### config.mk
export PLATFORM = sky130hd
export DESIGN_NAME = telemetry_frame_checker_unit_flat
export DESIGN_NICKNAME = d
export VERILOG_FILES = /design/src/hdl/tfc_pkg.sv /design/src/hdl/tfc_byte_if.sv /design/src/hdl/tfc_result_if.sv /design/src/hdl/tfc_front.sv /design/src/hdl/tfc_queue.sv /design/src/hdl/tfc_back.sv /design/src/hdl/telemetry_frame_checker_unit.sv /design/src/flat_wrapper.sv
export SDC_FILE = /design/constraint.sdc
export NUM_CORES = 1
export LEC_CHECK = 0
export BUFFER_PORTS_ARGS = -buffer_cell sky130_fd_sc_hd__buf_2
export CAP_MARGIN = 0
export CORE_MARGIN = 5
export CORE_UTILIZATION = 30
export DETAILED_ROUTE_END_ITERATION = 7
export GPL_TIMING_DRIVEN = 0
export PLACE_DENSITY = 0.46
export SLEW_MARGIN = 40
export SYNTH_ARGS = -nofsm -noshare
export SYNTH_HDL_FRONTEND = slang
export SYNTH_SLANG_ARGS = --single-unit
### constraint.sdc
create_clock -name i_clk -period 4.1 [get_ports i_clk]
set_input_delay 0.205 -clock i_clk [delete_from_list [all_inputs] [get_ports i_clk]]
set_output_delay 0.205 -clock i_clk [all_outputs]
set_load 0.02 [all_outputs]
### src/hdl/tfc_pkg.sv
package tfc_pkg;

    localparam int FRAME_LENGTH = 12;
    localparam int POS_W        = $clog2(FRAME_LENGTH);
    localparam int POS_EXT_W    = 8;

    localparam int BYTE_W       = 8;
    localparam int CRC_W        = 16;
    localparam int STATUS_W     = 2;
    localparam int VOLT_W       = 11;
    localparam int TEMP_W       = 14;

    localparam int VALUE_BYTES  = 6;
    localparam int FIRST_VALUE  = 4;

    localparam logic [CRC_W-1:0] CRC_INIT = 16'hFFFF;
    localparam logic [CRC_W-1:0] CRC_POLY = 16'h1021;

    localparam logic [VOLT_W-1:0] VOLT_OFFSET = 11'd850;
    localparam logic [TEMP_W-1:0] TEMP_SCALE  = 14'd36;

    localparam logic [STATUS_W-1:0] ST_VALID  = 2'd0;
    localparam logic [STATUS_W-1:0] ST_HEADER = 2'd1;
    localparam logic [STATUS_W-1:0] ST_CRC    = 2'd2;

    localparam int CFG_IDX_W = 2;
    localparam logic [CFG_IDX_W-1:0] CFG_START  = 2'd0;
    localparam logic [CFG_IDX_W-1:0] CFG_DEST   = 2'd1;
    localparam logic [CFG_IDX_W-1:0] CFG_SOURCE = 2'd2;
    localparam logic [CFG_IDX_W-1:0] CFG_TYPE   = 2'd3;

    localparam int QUEUE_DEPTH = 2;
    localparam int QPTR_W      = (QUEUE_DEPTH > 1) ? $clog2(QUEUE_DEPTH) : 1;
    localparam int QCNT_W      = $clog2(QUEUE_DEPTH + 1);

    typedef struct packed {
        logic [BYTE_W-1:0] start_marker;
        logic [BYTE_W-1:0] destination;
        logic [BYTE_W-1:0] source;
        logic [BYTE_W-1:0] msg_type;
    } t_cfg;

    typedef struct packed {
        logic [STATUS_W-1:0]                   status;
        logic [VALUE_BYTES-1:0][BYTE_W-1:0]    values;
    } t_frame;

    function automatic logic [CRC_W-1:0] crc_feed(input logic [CRC_W-1:0] crc,
                                                  input logic [BYTE_W-1:0] b);
        logic [CRC_W-1:0] c;
        c = crc ^ {b, 8'h00};
        for (int k = 0; k < 8; k++) begin
            if (c[CRC_W-1]) begin
                c = {c[CRC_W-2:0], 1'b0} ^ CRC_POLY;
            end else begin
                c = {c[CRC_W-2:0], 1'b0};
            end
        end
        return c;
    endfunction

endpackage

### src/hdl/tfc_byte_if.sv
interface tfc_byte_if;
    logic                       valid;
    logic                       ready;
    logic [tfc_pkg::BYTE_W-1:0] rx_byte;

    modport source (output valid, output rx_byte, input ready);
    modport sink   (input valid, input rx_byte, output ready);
endinterface

### src/hdl/tfc_result_if.sv
interface tfc_result_if;
    logic                         valid;
    logic                         ready;
    logic [tfc_pkg::STATUS_W-1:0] frame_status;
    logic [tfc_pkg::BYTE_W-1:0]   load_current_two;
    logic [tfc_pkg::BYTE_W-1:0]   load_current_one;
    logic [tfc_pkg::VOLT_W-1:0]   bus_voltage_two;
    logic [tfc_pkg::VOLT_W-1:0]   bus_voltage_one;
    logic [tfc_pkg::TEMP_W-1:0]   case_temp_two;
    logic [tfc_pkg::TEMP_W-1:0]   case_temp_one;

    modport source (output valid, output frame_status, output load_current_two,
                    output load_current_one, output bus_voltage_two,
                    output bus_voltage_one, output case_temp_two,
                    output case_temp_one, input ready);
    modport sink   (input valid, input frame_status, input load_current_two,
                    input load_current_one, input bus_voltage_two,
                    input bus_voltage_one, input case_temp_two,
                    input case_temp_one, output ready);
endinterface

### src/hdl/tfc_front.sv
module tfc_front (
    input  logic            i_clk,
    input  logic            i_rst_n,
    tfc_byte_if.sink        i_rx,
    input  tfc_pkg::t_cfg   i_cfg,
    input  logic            i_full,
    output logic            o_push,
    output tfc_pkg::t_frame o_frame
);
    import tfc_pkg::*;

    logic                                r_hunting;
    logic [POS_W-1:0]                    r_pos;
    logic [CRC_W-1:0]                    r_crc;
    logic                                r_header_good;
    logic [VALUE_BYTES-1:0][BYTE_W-1:0]  r_payload;
    logic [BYTE_W-1:0]                   r_crc_high;

    logic                  w_accept;
    logic                  w_last;
    logic                  w_body;
    logic                  w_crc_hi;
    logic [POS_EXT_W-1:0]  w_pos_ext;
    logic [CRC_W-1:0]      w_crc_next;
    logic [CRC_W-1:0]      w_got;
    logic [BYTE_W-1:0]     w_b;

    assign w_b        = i_rx.rx_byte;
    assign w_pos_ext  = POS_EXT_W'(r_pos);
    assign w_last     = !r_hunting && (w_pos_ext == POS_EXT_W'(FRAME_LENGTH - 1));
    assign w_crc_hi   = !r_hunting && (w_pos_ext == POS_EXT_W'(FRAME_LENGTH - 2));
    assign w_body     = !r_hunting && (w_pos_ext < POS_EXT_W'(FRAME_LENGTH - 2));
    // the only place a result is produced is the last byte, so stall only there
    assign i_rx.ready = !(w_last && i_full);
    assign w_accept   = i_rx.valid && i_rx.ready;
    assign w_crc_next = crc_feed(r_hunting ? CRC_INIT : r_crc, w_b);
    assign w_got      = {r_crc_high, w_b};

    assign o_push = w_accept && w_last;
    always_comb begin
        o_frame.values = r_payload;
        if (!r_header_good) begin
            o_frame.status = ST_HEADER;
        end else if (w_got != r_crc) begin
            o_frame.status = ST_CRC;
        end else begin
            o_frame.status = ST_VALID;
        end
    end

    always_ff @(posedge i_clk) begin
        if (!i_rst_n) begin
            r_hunting     <= 1'b1;
            r_pos         <= '0;
            r_crc         <= CRC_INIT;
            r_header_good <= 1'b1;
        end else if (w_accept) begin
            if (r_hunting) begin
                if (w_b == i_cfg.start_marker) begin
                    r_hunting     <= 1'b0;
                    r_pos         <= POS_W'(1);
                    r_crc         <= w_crc_next;
                    r_header_good <= 1'b1;
                end
            end else if (w_body) begin
                r_crc <= w_crc_next;
                r_pos <= r_pos + POS_W'(1);
                if ((w_pos_ext == POS_EXT_W'(1) && w_b != i_cfg.destination) ||
                    (w_pos_ext == POS_EXT_W'(2) && w_b != i_cfg.source) ||
                    (w_pos_ext == POS_EXT_W'(3) && w_b != i_cfg.msg_type)) begin
                    r_header_good <= 1'b0;
                end
            end else if (w_crc_hi) begin
                r_pos <= r_pos + POS_W'(1);
            end else begin
                r_hunting     <= 1'b1;
                r_pos         <= '0;
                r_crc         <= CRC_INIT;
                r_header_good <= 1'b1;
            end
        end
    end

    // payload capture, cleared at each start byte
    always_ff @(posedge i_clk) begin
        if (w_accept) begin
            if (r_hunting && w_b == i_cfg.start_marker) begin
                r_payload  <= '0;
                r_crc_high <= '0;
            end else begin
                if (w_crc_hi) begin
                    r_crc_high <= w_b;
                end
                for (int i = 0; i < VALUE_BYTES; i++) begin
                    if (w_body && w_pos_ext == POS_EXT_W'(FIRST_VALUE + i)) begin
                        r_payload[i] <= w_b;
                    end
                end
            end
        end
    end

endmodule

### src/hdl/tfc_queue.sv
module tfc_queue (
    input  logic            i_clk,
    input  logic            i_rst_n,
    input  logic            i_push,
    input  tfc_pkg::t_frame i_frame,
    output logic            o_full,
    output logic            o_valid,
    input  logic            i_pop,
    output tfc_pkg::t_frame o_frame
);
    import tfc_pkg::*;

    t_frame              r_mem [QUEUE_DEPTH];
    logic [QPTR_W-1:0]   r_wr_ptr;
    logic [QPTR_W-1:0]   r_rd_ptr;
    logic [QCNT_W-1:0]   r_count;

    logic w_push;
    logic w_pop;

    assign o_full  = (r_count == QCNT_W'(QUEUE_DEPTH));
    assign o_valid = (r_count != '0);
    assign o_frame = r_mem[r_rd_ptr];
    assign w_push  = i_push && !o_full;
    assign w_pop   = i_pop && o_valid;

    always_ff @(posedge i_clk) begin
        if (!i_rst_n) begin
            r_wr_ptr <= '0;
            r_rd_ptr <= '0;
            r_count  <= '0;
        end else begin
            if (w_push) begin
                r_wr_ptr <= (r_wr_ptr == QPTR_W'(QUEUE_DEPTH - 1)) ? '0 : r_wr_ptr + QPTR_W'(1);
            end
            if (w_pop) begin
                r_rd_ptr <= (r_rd_ptr == QPTR_W'(QUEUE_DEPTH - 1)) ? '0 : r_rd_ptr + QPTR_W'(1);
            end
            if (w_push && !w_pop) begin
                r_count <= r_count + QCNT_W'(1);
            end else if (w_pop && !w_push) begin
                r_count <= r_count - QCNT_W'(1);
            end
        end
    end

    always_ff @(posedge i_clk) begin
        if (w_push) begin
            r_mem[r_wr_ptr] <= i_frame;
        end
    end

endmodule

### src/hdl/tfc_back.sv
module tfc_back (
    input  logic            i_clk,
    input  logic            i_rst_n,
    input  logic            i_valid,
    input  tfc_pkg::t_frame i_frame,
    output logic            o_pop,
    tfc_result_if.source    o_res
);
    import tfc_pkg::*;

    logic                r_valid;
    logic [STATUS_W-1:0] r_status;
    logic [BYTE_W-1:0]   r_cur_two;
    logic [BYTE_W-1:0]   r_cur_one;
    logic [VOLT_W-1:0]   r_volt_two;
    logic [VOLT_W-1:0]   r_volt_one;
    logic [TEMP_W-1:0]   r_temp_two;
    logic [TEMP_W-1:0]   r_temp_one;

    logic                                w_good;
    logic [VALUE_BYTES-1:0][BYTE_W-1:0]  w_v;

    assign o_pop  = i_valid && (!r_valid || o_res.ready);
    assign w_good = (i_frame.status == ST_VALID);
    // failed frames report all values as zero
    assign w_v    = w_good ? i_frame.values : '0;

    always_ff @(posedge i_clk) begin
        if (!i_rst_n) begin
            r_valid <= 1'b0;
        end else if (o_pop) begin
            r_valid <= 1'b1;
        end else if (o_res.ready) begin
            r_valid <= 1'b0;
        end
    end

    always_ff @(posedge i_clk) begin
        if (o_pop) begin
            r_status   <= i_frame.status;
            r_cur_two  <= w_v[0];
            r_cur_one  <= w_v[1];
            r_volt_two <= w_good ? VOLT_W'({w_v[2], 1'b0}) + VOLT_OFFSET : '0;
            r_volt_one <= w_good ? VOLT_W'({w_v[3], 1'b0}) + VOLT_OFFSET : '0;
            r_temp_two <= TEMP_W'(w_v[4]) * TEMP_SCALE;
            r_temp_one <= TEMP_W'(w_v[5]) * TEMP_SCALE;
        end
    end

    assign o_res.valid            = r_valid;
    assign o_res.frame_status     = r_status;
    assign o_res.load_current_two = r_cur_two;
    assign o_res.load_current_one = r_cur_one;
    assign o_res.bus_voltage_two  = r_volt_two;
    assign o_res.bus_voltage_one  = r_volt_one;
    assign o_res.case_temp_two    = r_temp_two;
    assign o_res.case_temp_one    = r_temp_one;

endmodule

### src/hdl/telemetry_frame_checker_unit.sv
// telemetry frame checker
// i_rx carries one received byte per transaction; the block hunts for the
// start marker, gathers a frame of FRAME_LENGTH bytes, checks the header
// bytes and the CRC-16 (poly 0x1021, init 0xFFFF) and sends one transaction
// on o_res per frame: a status plus six values, voltages and temperatures scaled (zero on failure).
// i_cfg_we/i_cfg_idx/i_cfg_data write the start marker, destination, source
// and message type registers; write only while no frame is in flight.
// throughput: one byte per cycle while i_rx.ready is high; the CRC advances a
// whole byte per accepted byte. a frame's result is written to the queue as its
// last byte is accepted, and then to the output register once it has room.
// a two-entry queue sits between the byte front end and the output stage;
// when o_res stalls, bytes still flow until a frame end finds the queue
// full, and then i_rx.ready drops on that last byte only.
// reset (synchronous, active low) returns to hunting, empties the queue and
// the output register and restores the register defaults.
module telemetry_frame_checker_unit (
    input  logic                          i_clk,
    input  logic                          i_rst_n,
    tfc_byte_if.sink                      i_rx,
    tfc_result_if.source                  o_res,
    input  logic                          i_cfg_we,
    input  logic [tfc_pkg::CFG_IDX_W-1:0] i_cfg_idx,
    input  logic [tfc_pkg::BYTE_W-1:0]    i_cfg_data
);
    import tfc_pkg::*;

    t_cfg   r_cfg;
    logic   w_push;
    logic   w_full;
    logic   w_q_valid;
    logic   w_pop;
    t_frame w_push_frame;
    t_frame w_pop_frame;

    always_ff @(posedge i_clk) begin
        if (!i_rst_n) begin
            r_cfg.start_marker <= 8'hAA;
            r_cfg.destination  <= 8'd2;
            r_cfg.source       <= 8'd1;
            r_cfg.msg_type     <= 8'd1;
        end else if (i_cfg_we) begin
            case (i_cfg_idx)
                CFG_START:  r_cfg.start_marker <= i_cfg_data;
                CFG_DEST:   r_cfg.destination  <= i_cfg_data;
                CFG_SOURCE: r_cfg.source       <= i_cfg_data;
                CFG_TYPE:   r_cfg.msg_type     <= i_cfg_data;
                default: begin
                end
            endcase
        end
    end

    tfc_front u_front (
        .i_clk   (i_clk),
        .i_rst_n (i_rst_n),
        .i_rx    (i_rx),
        .i_cfg   (r_cfg),
        .i_full  (w_full),
        .o_push  (w_push),
        .o_frame (w_push_frame)
    );

    tfc_queue u_queue (
        .i_clk   (i_clk),
        .i_rst_n (i_rst_n),
        .i_push  (w_push),
        .i_frame (w_push_frame),
        .o_full  (w_full),
        .o_valid (w_q_valid),
        .i_pop   (w_pop),
        .o_frame (w_pop_frame)
    );

    tfc_back u_back (
        .i_clk   (i_clk),
        .i_rst_n (i_rst_n),
        .i_valid (w_q_valid),
        .i_frame (w_pop_frame),
        .o_pop   (w_pop),
        .o_res   (o_res)
    );

endmodule
### src/flat_wrapper.sv
// flat-port wrapper written by rule: the top's interface ports become plain ports
module telemetry_frame_checker_unit_flat import tfc_pkg::*;
  (i_clk, i_rst_n, i_cfg_we, i_cfg_idx, i_cfg_data, i_rx_valid, i_rx_rx_byte, i_rx_ready, o_res_valid, o_res_frame_status, o_res_load_current_two, o_res_load_current_one, o_res_bus_voltage_two, o_res_bus_voltage_one, o_res_case_temp_two, o_res_case_temp_one, o_res_ready);
  tfc_byte_if i_rx_i ();
  tfc_result_if o_res_i ();
  input  logic i_clk;
  input  logic i_rst_n;
  input  logic i_cfg_we;
  input  logic [tfc_pkg::CFG_IDX_W-1:0] i_cfg_idx;
  input  logic [tfc_pkg::BYTE_W-1:0] i_cfg_data;
  input wire logic [$bits(i_rx_i.valid)-1:0] i_rx_valid;
  input wire logic [$bits(i_rx_i.rx_byte)-1:0] i_rx_rx_byte;
  output wire logic [$bits(i_rx_i.ready)-1:0] i_rx_ready;
  output wire logic [$bits(o_res_i.valid)-1:0] o_res_valid;
  output wire logic [$bits(o_res_i.frame_status)-1:0] o_res_frame_status;
  output wire logic [$bits(o_res_i.load_current_two)-1:0] o_res_load_current_two;
  output wire logic [$bits(o_res_i.load_current_one)-1:0] o_res_load_current_one;
  output wire logic [$bits(o_res_i.bus_voltage_two)-1:0] o_res_bus_voltage_two;
  output wire logic [$bits(o_res_i.bus_voltage_one)-1:0] o_res_bus_voltage_one;
  output wire logic [$bits(o_res_i.case_temp_two)-1:0] o_res_case_temp_two;
  output wire logic [$bits(o_res_i.case_temp_one)-1:0] o_res_case_temp_one;
  input wire logic [$bits(o_res_i.ready)-1:0] o_res_ready;
  assign i_rx_i.valid = i_rx_valid;
  assign i_rx_i.rx_byte = i_rx_rx_byte;
  assign i_rx_ready = i_rx_i.ready;
  assign o_res_valid = o_res_i.valid;
  assign o_res_frame_status = o_res_i.frame_status;
  assign o_res_load_current_two = o_res_i.load_current_two;
  assign o_res_load_current_one = o_res_i.load_current_one;
  assign o_res_bus_voltage_two = o_res_i.bus_voltage_two;
  assign o_res_bus_voltage_one = o_res_i.bus_voltage_one;
  assign o_res_case_temp_two = o_res_i.case_temp_two;
  assign o_res_case_temp_one = o_res_i.case_temp_one;
  assign o_res_i.ready = o_res_ready;
  telemetry_frame_checker_unit u_core (.i_clk(i_clk), .i_rst_n(i_rst_n), .i_rx(i_rx_i), .o_res(o_res_i), .i_cfg_we(i_cfg_we), .i_cfg_idx(i_cfg_idx), .i_cfg_data(i_cfg_data));
endmodule
-- After elaboration in Yosys (flattened, before gate mapping)
Memory sizes are Yosys's and may differ from the RTL's. A register that Yosys moved wholly into a read port is not among the register bits.
Cells that the tools add are included.
- bits of input ports: 23
- memory bits (writable): 100
- output and inout bits: 70
- logic and storage cells: 171
- memories: 1
- bits in registers: 179
- memories (memory ; depth ; width ; read ports ; clocked after memory_dff ; wr ports ; RTL line ; RTL):
    u_core.u_queue.r_mem ; 2 ; 50 ; 1 ; 1 ; 1 ; tfc_queue.sv:13 ; t_frame r_mem [QUEUE_DEPTH];
- multipliers: 2
- eq/ne operators: 23
- multiplexer cells: 46
- bitwise logic cells: 9
- magnitude comparators: 1
- reductions and logical operators: 56
- $add $sub $neg: 7
- operators by type and width (operator ; number):
    $mux W13 ; 8
    $mux W16 ; 5
    $mux W8 ; 7
    $mux W48 ; 1
    $mul A8 B4 Y12 const B ; 2
    $ne A8 B8 Y1 ; 3
    $not A3 Y3 ; 8
    $reduce_and A2 Y1 ; 12
    $add A9 B10 Y11 const B ; 2
    $logic_and A1 B1 Y1 ; 21
    $reduce_bool A2 Y1 ; 10
    $mux W1 ; 17
    $eq A4 B3 Y1 const B ; 4
    $eq A4 B4 Y1 const B ; 4
    $mux W4 ; 4
    $ne A16 B16 Y1 ; 1
    $xor A16 B16 Y16 ; 1
    $eq A4 B2 Y1 const B ; 2
    $eq A8 B8 Y1 ; 1
    $mux W2 ; 4
    $eq A2 B2 Y1 const B ; 3
    $logic_not A1 Y1 ; 6
    $add A4 B1 Y4 const B ; 1
    $eq A4 B1 Y1 const B ; 1
    other kinds (12) ; 16

-- Longest topological paths before layout
- depth in word-level cells: 20
- gate-level depth with buffers: 16
- gate-level depth less buffers: 12

-- By module
A second synthesis with hierarchy kept.
- cells, all modules: 865
- area, all modules: 12080.3 um^2
- by module, submodules not included (module ; area each (um^2) ; seq. area each (um^2) ; instances ; cells each):
    tfc_front ; 3867.5 ; 2122.0 ; 1 ; 324
    tfc_queue ; 3831.2 ; 3103.0 ; 1 ; 181
    tfc_back ; 3145.5 ; 1881.8 ; 1 ; 238
    telemetry_frame_checker_unit ; 1236.2 ; 640.6 ; 1 ; 122

-- Worst setup path before layout
Ideal clock, no wire load.
- path type: register to register
- start: register u_core.u_back.r_valid, in the netlist u_core.u_back.o_res.valid
- end: register u_core.u_queue.r_count[1]
- slack: -0.252 ns
- required time: 4.024 ns
- library setup time: 0.076 ns
- cell stages (with the launch flop): 7
- clock period less this slack: 4.352 ns
- arrival: 4.276 ns
- buffers on the path: 0
- cells stage by stage: dfxtp_1 -> nor2b_1 -> nor2_1 -> inv_1 -> ha_1 -> or3_1 -> a21boi_0
- cells in the longest elaborated chain, start to end: 7
- elaborated cells between the ends (all ways): 9
- classes of those cells: mux (1); reduce/logical (8)
- RTL lines (item ; RTL line ; RTL):
    start, declared ; tfc_back.sv:11 ; logic r_valid;
    start signal, assigned ; tfc_back.sv:30 ; r_valid <= 1'b0;
    start signal, assigned ; tfc_back.sv:32 ; r_valid <= 1'b1;
    start signal, assigned ; tfc_back.sv:34 ; r_valid <= 1'b0;
    $logic_not A1 Y1 * ; tfc_back.sv:23 ; assign o_pop = i_valid && (!r_valid || o_res.ready);
    $logic_or A1 B1 Y1 * ; tfc_back.sv:23 ;
    $logic_and A1 B1 Y1 * ; tfc_back.sv:23 ;
    named net u_core.u_back.o_pop ; tfc_back.sv:6 ; output logic o_pop,
    $logic_and A1 B1 Y1 * ; tfc_queue.sv:25 ; assign w_pop = i_pop && o_valid;
    $logic_not A1 Y1 ; tfc_queue.sv:39 ; if (w_push && !w_pop) begin
    $logic_and A1 B1 Y1 ; tfc_queue.sv:39 ;
    $mux W2 / $reduce_bool A2 Y1 (equally long branches) ; -- ;
    end signal, assigned ; tfc_queue.sv:40 ; r_count <= r_count + QCNT_W'(1);
    end signal, assigned ; tfc_queue.sv:42 ; r_count <= r_count - QCNT_W'(1);
    end, declared ; tfc_queue.sv:16 ; logic [QCNT_W-1:0] r_count;
The timed path passes the listed nets; every way through them passes the cells marked *.
A chain may end at the register's enable or synchronous reset.

==> metrics.md <==
| Metric | Value |
|---|---|
| Layout Skew | `0.0164 ns` |
| CTS Sinks | `278` |
| RSZ-0062 raised after global routing | `false` |
| Core area | `38900 um2` |
| I/O pins | `93` |
| Leakage | `5.08 nW` |
| Worst hold path class | `in -> reg` |
| P&R area growth vs syn | `21.2%` |
| Power Density | `587 nW/um2` |
| Worst relative slew slack | `46.4%` |
| TritonCTS clock tree | `yes` |
| Synth Instances | `863` |
| Grt ovf | `0` |
| Max incr delay on CP | `0.45 ns` |
| Worst hold slack | `0.110 ns` |
| DPL Wire Length | `18500 um` |
| Worst slew pin tran | `0.802 ns` |
| WL per Instance | `17.3 um` |
| Vias in the first global route | `6949` |
| Remaining DRCs | `0` |
| Routed WL | `26600 um` |
| Die Ht | `209 um` |
| Max VDD drop | `0.259 mV` |
| Port Buffers | `77` |
| Share of layout cells above drive strength 1 | `21.5%` |
| Worst path slowest cell | `fa_1` |
| Worst Path Max Fanout | `10` |
| Most frequent cells in the layout | `218 x edfxtp_1, 85 x buf_2, 84 x xnor2_1, 76 x nor2_1, 60 x dfxtp_1` |
| Kind of cell adding the most delay to the critical path | `buffers and inverters` |
| Tot Pwr | `8.45 mW` |
| Async set or reset register ratio after synthesis | `0%` |
| Latest clock arrival within the worst-skew pair | `0.53 ns` |
| Crit path time final | `3.74 ns` |
| Final hold violation count | `0` |
| Final nets | `1042` |
| Cts bufs inserted | `34` |
| Post-synthesis sequential area ratio | `65.3%` |
| Worst setup path class | `reg -> reg` |
| WP buf/inv | `6` |
| Fmax | `0.267 GHz` |
| CTS max path bufs | `3` |
| CP Launch Type | `register` |
| Place WS | `0.134 ns` |
| Die ar. | `43600 um2` |
| DRT iter0 DRCs | `306` |
| Post-DR vias/cell | `4.40` |
| Clock root cell | `clkbuf_16` |
| Post-Syn Area | `11900 um2` |
| Post-synth EDFFs | `218` |
| Commonest non-fill, non-tap cell in the layout | `edfxtp_1` |
| Worst setup EP type | `register` |
| WP data required | `4.38 ns` |
| GRT Total Usage | `12.1%` |
| Status | `completed` |
| First-pass GRT wire length | `41300 um` |
| Post-route cell area | `14400 um2` |
| Fin Setup TNS | `0 ns` |
| MaxCap Viol Count | `0` |
| Vias | `6774` |
| RePlAce Congestion | `0.750` |
| Post-DP Area | `13100 um2` |
| H-tree depth | `2` |
| WP data arrival | `4.02 ns` |
| Initial antenna violation count | `1` |
| FP Rows | `72` |
| Most used cell along the critical path | `buf_4` |
| Yosys reg bits | `278` |
| Die width | `209 um` |
| Count of different cell masters after synthesis | `57` |
| CTS clk-pin slew, worst paths | `0.06 ns` |
| Antenna-violating nets left | `0` |
| Warnings from Yosys | `0` |
| Critical-path cell list | `buf_4 -> buf_6 -> buf_4 -> buf_4 -> buf_4 -> mux2i_1 -> nor2_1 -> ha_1 -> inv_1 -> fa_1 -> nor2b_1 -> o21ai_0 -> a21boi_1 -> o21ai_0 -> mux2_2` |
| Top_reg_cell synth | `edfxtp_1` |
| Mapped Avg Cell Area | `13.7 um2` |
| Largest net degree at the start of global routing | `37` |
| Final period util | `91.2%` |
| Post-route setup slack | `0.360 ns` |
| TritonRoute pass-1 iters | `4` |
| Initial Util | `30.5%` |
| Fin. max-slew vios | `0` |
| Final-report setup violation count | `0` |
## final timing paths
| check | slack (ns) | cells past startpoint | endpoint | startpoint |
|---|---|---|---|---|
| max | 0.36 | 15 | u_core.u_back.o_res.case_temp_one[12] | register |
| min | 0.11 | 2 | u_core.u_back.o_res.valid | i_rst_n |
| max reg2reg | 0.36 | 15 | u_core.u_back.o_res.case_temp_one[12] | register |
| min reg2reg | 0.44 | 0 | u_core.u_queue.r_mem[0][15] | u_core.u_front.o_frame[15] |
## sequential cells by signal, indices dropped and copies added (netlist names), 8 cells and up, named ones only
name and flops:
u_core.r_cfg 32, u_core.u_back.o_res.bus_voltage_one 10, u_core.u_back.o_res.bus_voltage_two 10, u_core.u_back.o_res.case_temp_one 12, u_core.u_back.o_res.case_temp_two 12, u_core.u_back.o_res.load_current_one 8, u_core.u_back.o_res.load_current_two 8, u_core.u_front.o_frame 48
u_core.u_front.r_crc 16, u_core.u_front.r_crc_high 8, u_core.u_queue.r_mem 100
## cells in the mapped netlist (6+ instances only)
cell / number / area share, %
a211oi_1: 7 / 0.44
a21boi_0: 17 / 1.1
a21oi_1: 18 / 0.76
a2bb2oi_2: 10 / 1.3
and2_1: 17 / 0.90
buf_2: 8 / 0.34
buf_4: 14 / 0.89
buf_6: 9 / 0.85
clkbuf_1: 11 / 0.35
dfxtp_1: 60 / 10
edfxtp_1: 218 / 55
ha_1: 21 / 2.2
inv_1: 22 / 0.70
mux2_2: 14 / 1.3
mux2i_1: 56 / 4.7
nand2_1: 58 / 1.8
nand3_1: 11 / 0.46
nand4_1: 16 / 0.84
nor2_1: 79 / 2.5
nor2b_1: 15 / 0.79
o21a_1: 6 / 0.38
o21ai_0: 17 / 0.72
xnor2_1: 84 / 6.2
xor2_1: 10 / 0.74
## metrics by stage
| stage | instances | utilization [%] |
|---|---|---|
| global route | 1541 | 37.0 |
| detailed placement | 1470 | 33.7 |
| finish | 1541 | 37.0 |
| CTS | 1540 | 36.9 |
| global placement | 1463 | 33.2 |
| floorplan | 868 | - |
## cells by family after synthesis
group / share of synthesized area, %
XOR/XNOR: 6.94
AO/OA/AOI/OAI: 6.71
adder cells (fa/ha/maj): 2.55
flip-flops: 65.3
buffers and inverters: 3.19
other: 0.0316
AND/OR/NAND/NOR: 9.10
multiplexers: 6.17
## worst reg2reg max path, delay by kind of cell (launching register included)
kind | cells | cell delay (ns)
flops | 1 | 0.32
mux | 2 | 0.53
simple gates | 2 | 0.22
buf+inv | 6 | 1.23
fa+ha+maj | 2 | 0.76
compound gates | 3 | 0.43
## report_power, final
part / leakage, nW / total (mW) / internal [mW] / switching, mW
clock network: 0.569 / 3.09 / 1.90 / 1.19
logic: 2.02 / 1.85 / 0.680 / 1.17
registers: 2.49 / 3.50 / 3.43 / 0.0738
## layer usage
metal | part of all wire, % | GRT usage, % | up-vias | wire length [um]
li1 | - | - | 3356 | -
met1 | 45 | 15.6 | 3248 | 11900
met2 | 49 | 20.5 | 129 | 13000
met3 | 4.4 | 2.95 | 41 | 1180
met4 | 2.1 | 3.53 | 0 | 557
met5 | 0 | 0 | - | 0
## area by class of cell
cell class | instances | area [um2]
fill | 3824 | 24500
sequential | 278 | 7750
multi-input combinational | 524 | 3820
clock buffer | 39 | 895
tap | 518 | 648
timing repair buffer | 92 | 626
buffer | 44 | 295
clock inverter | 23 | 267
inverter | 22 | 82.6
antenna | 1 | 2.50
## what timing repair did
action,CTS,global route
setup buffers,0,0
hold endpoints to repair,29,0
hold buffers,8,0
resized for setup,0,5
setup endpoints to repair,0,1
No activity file was read; power rests on OpenSTA's default activity.
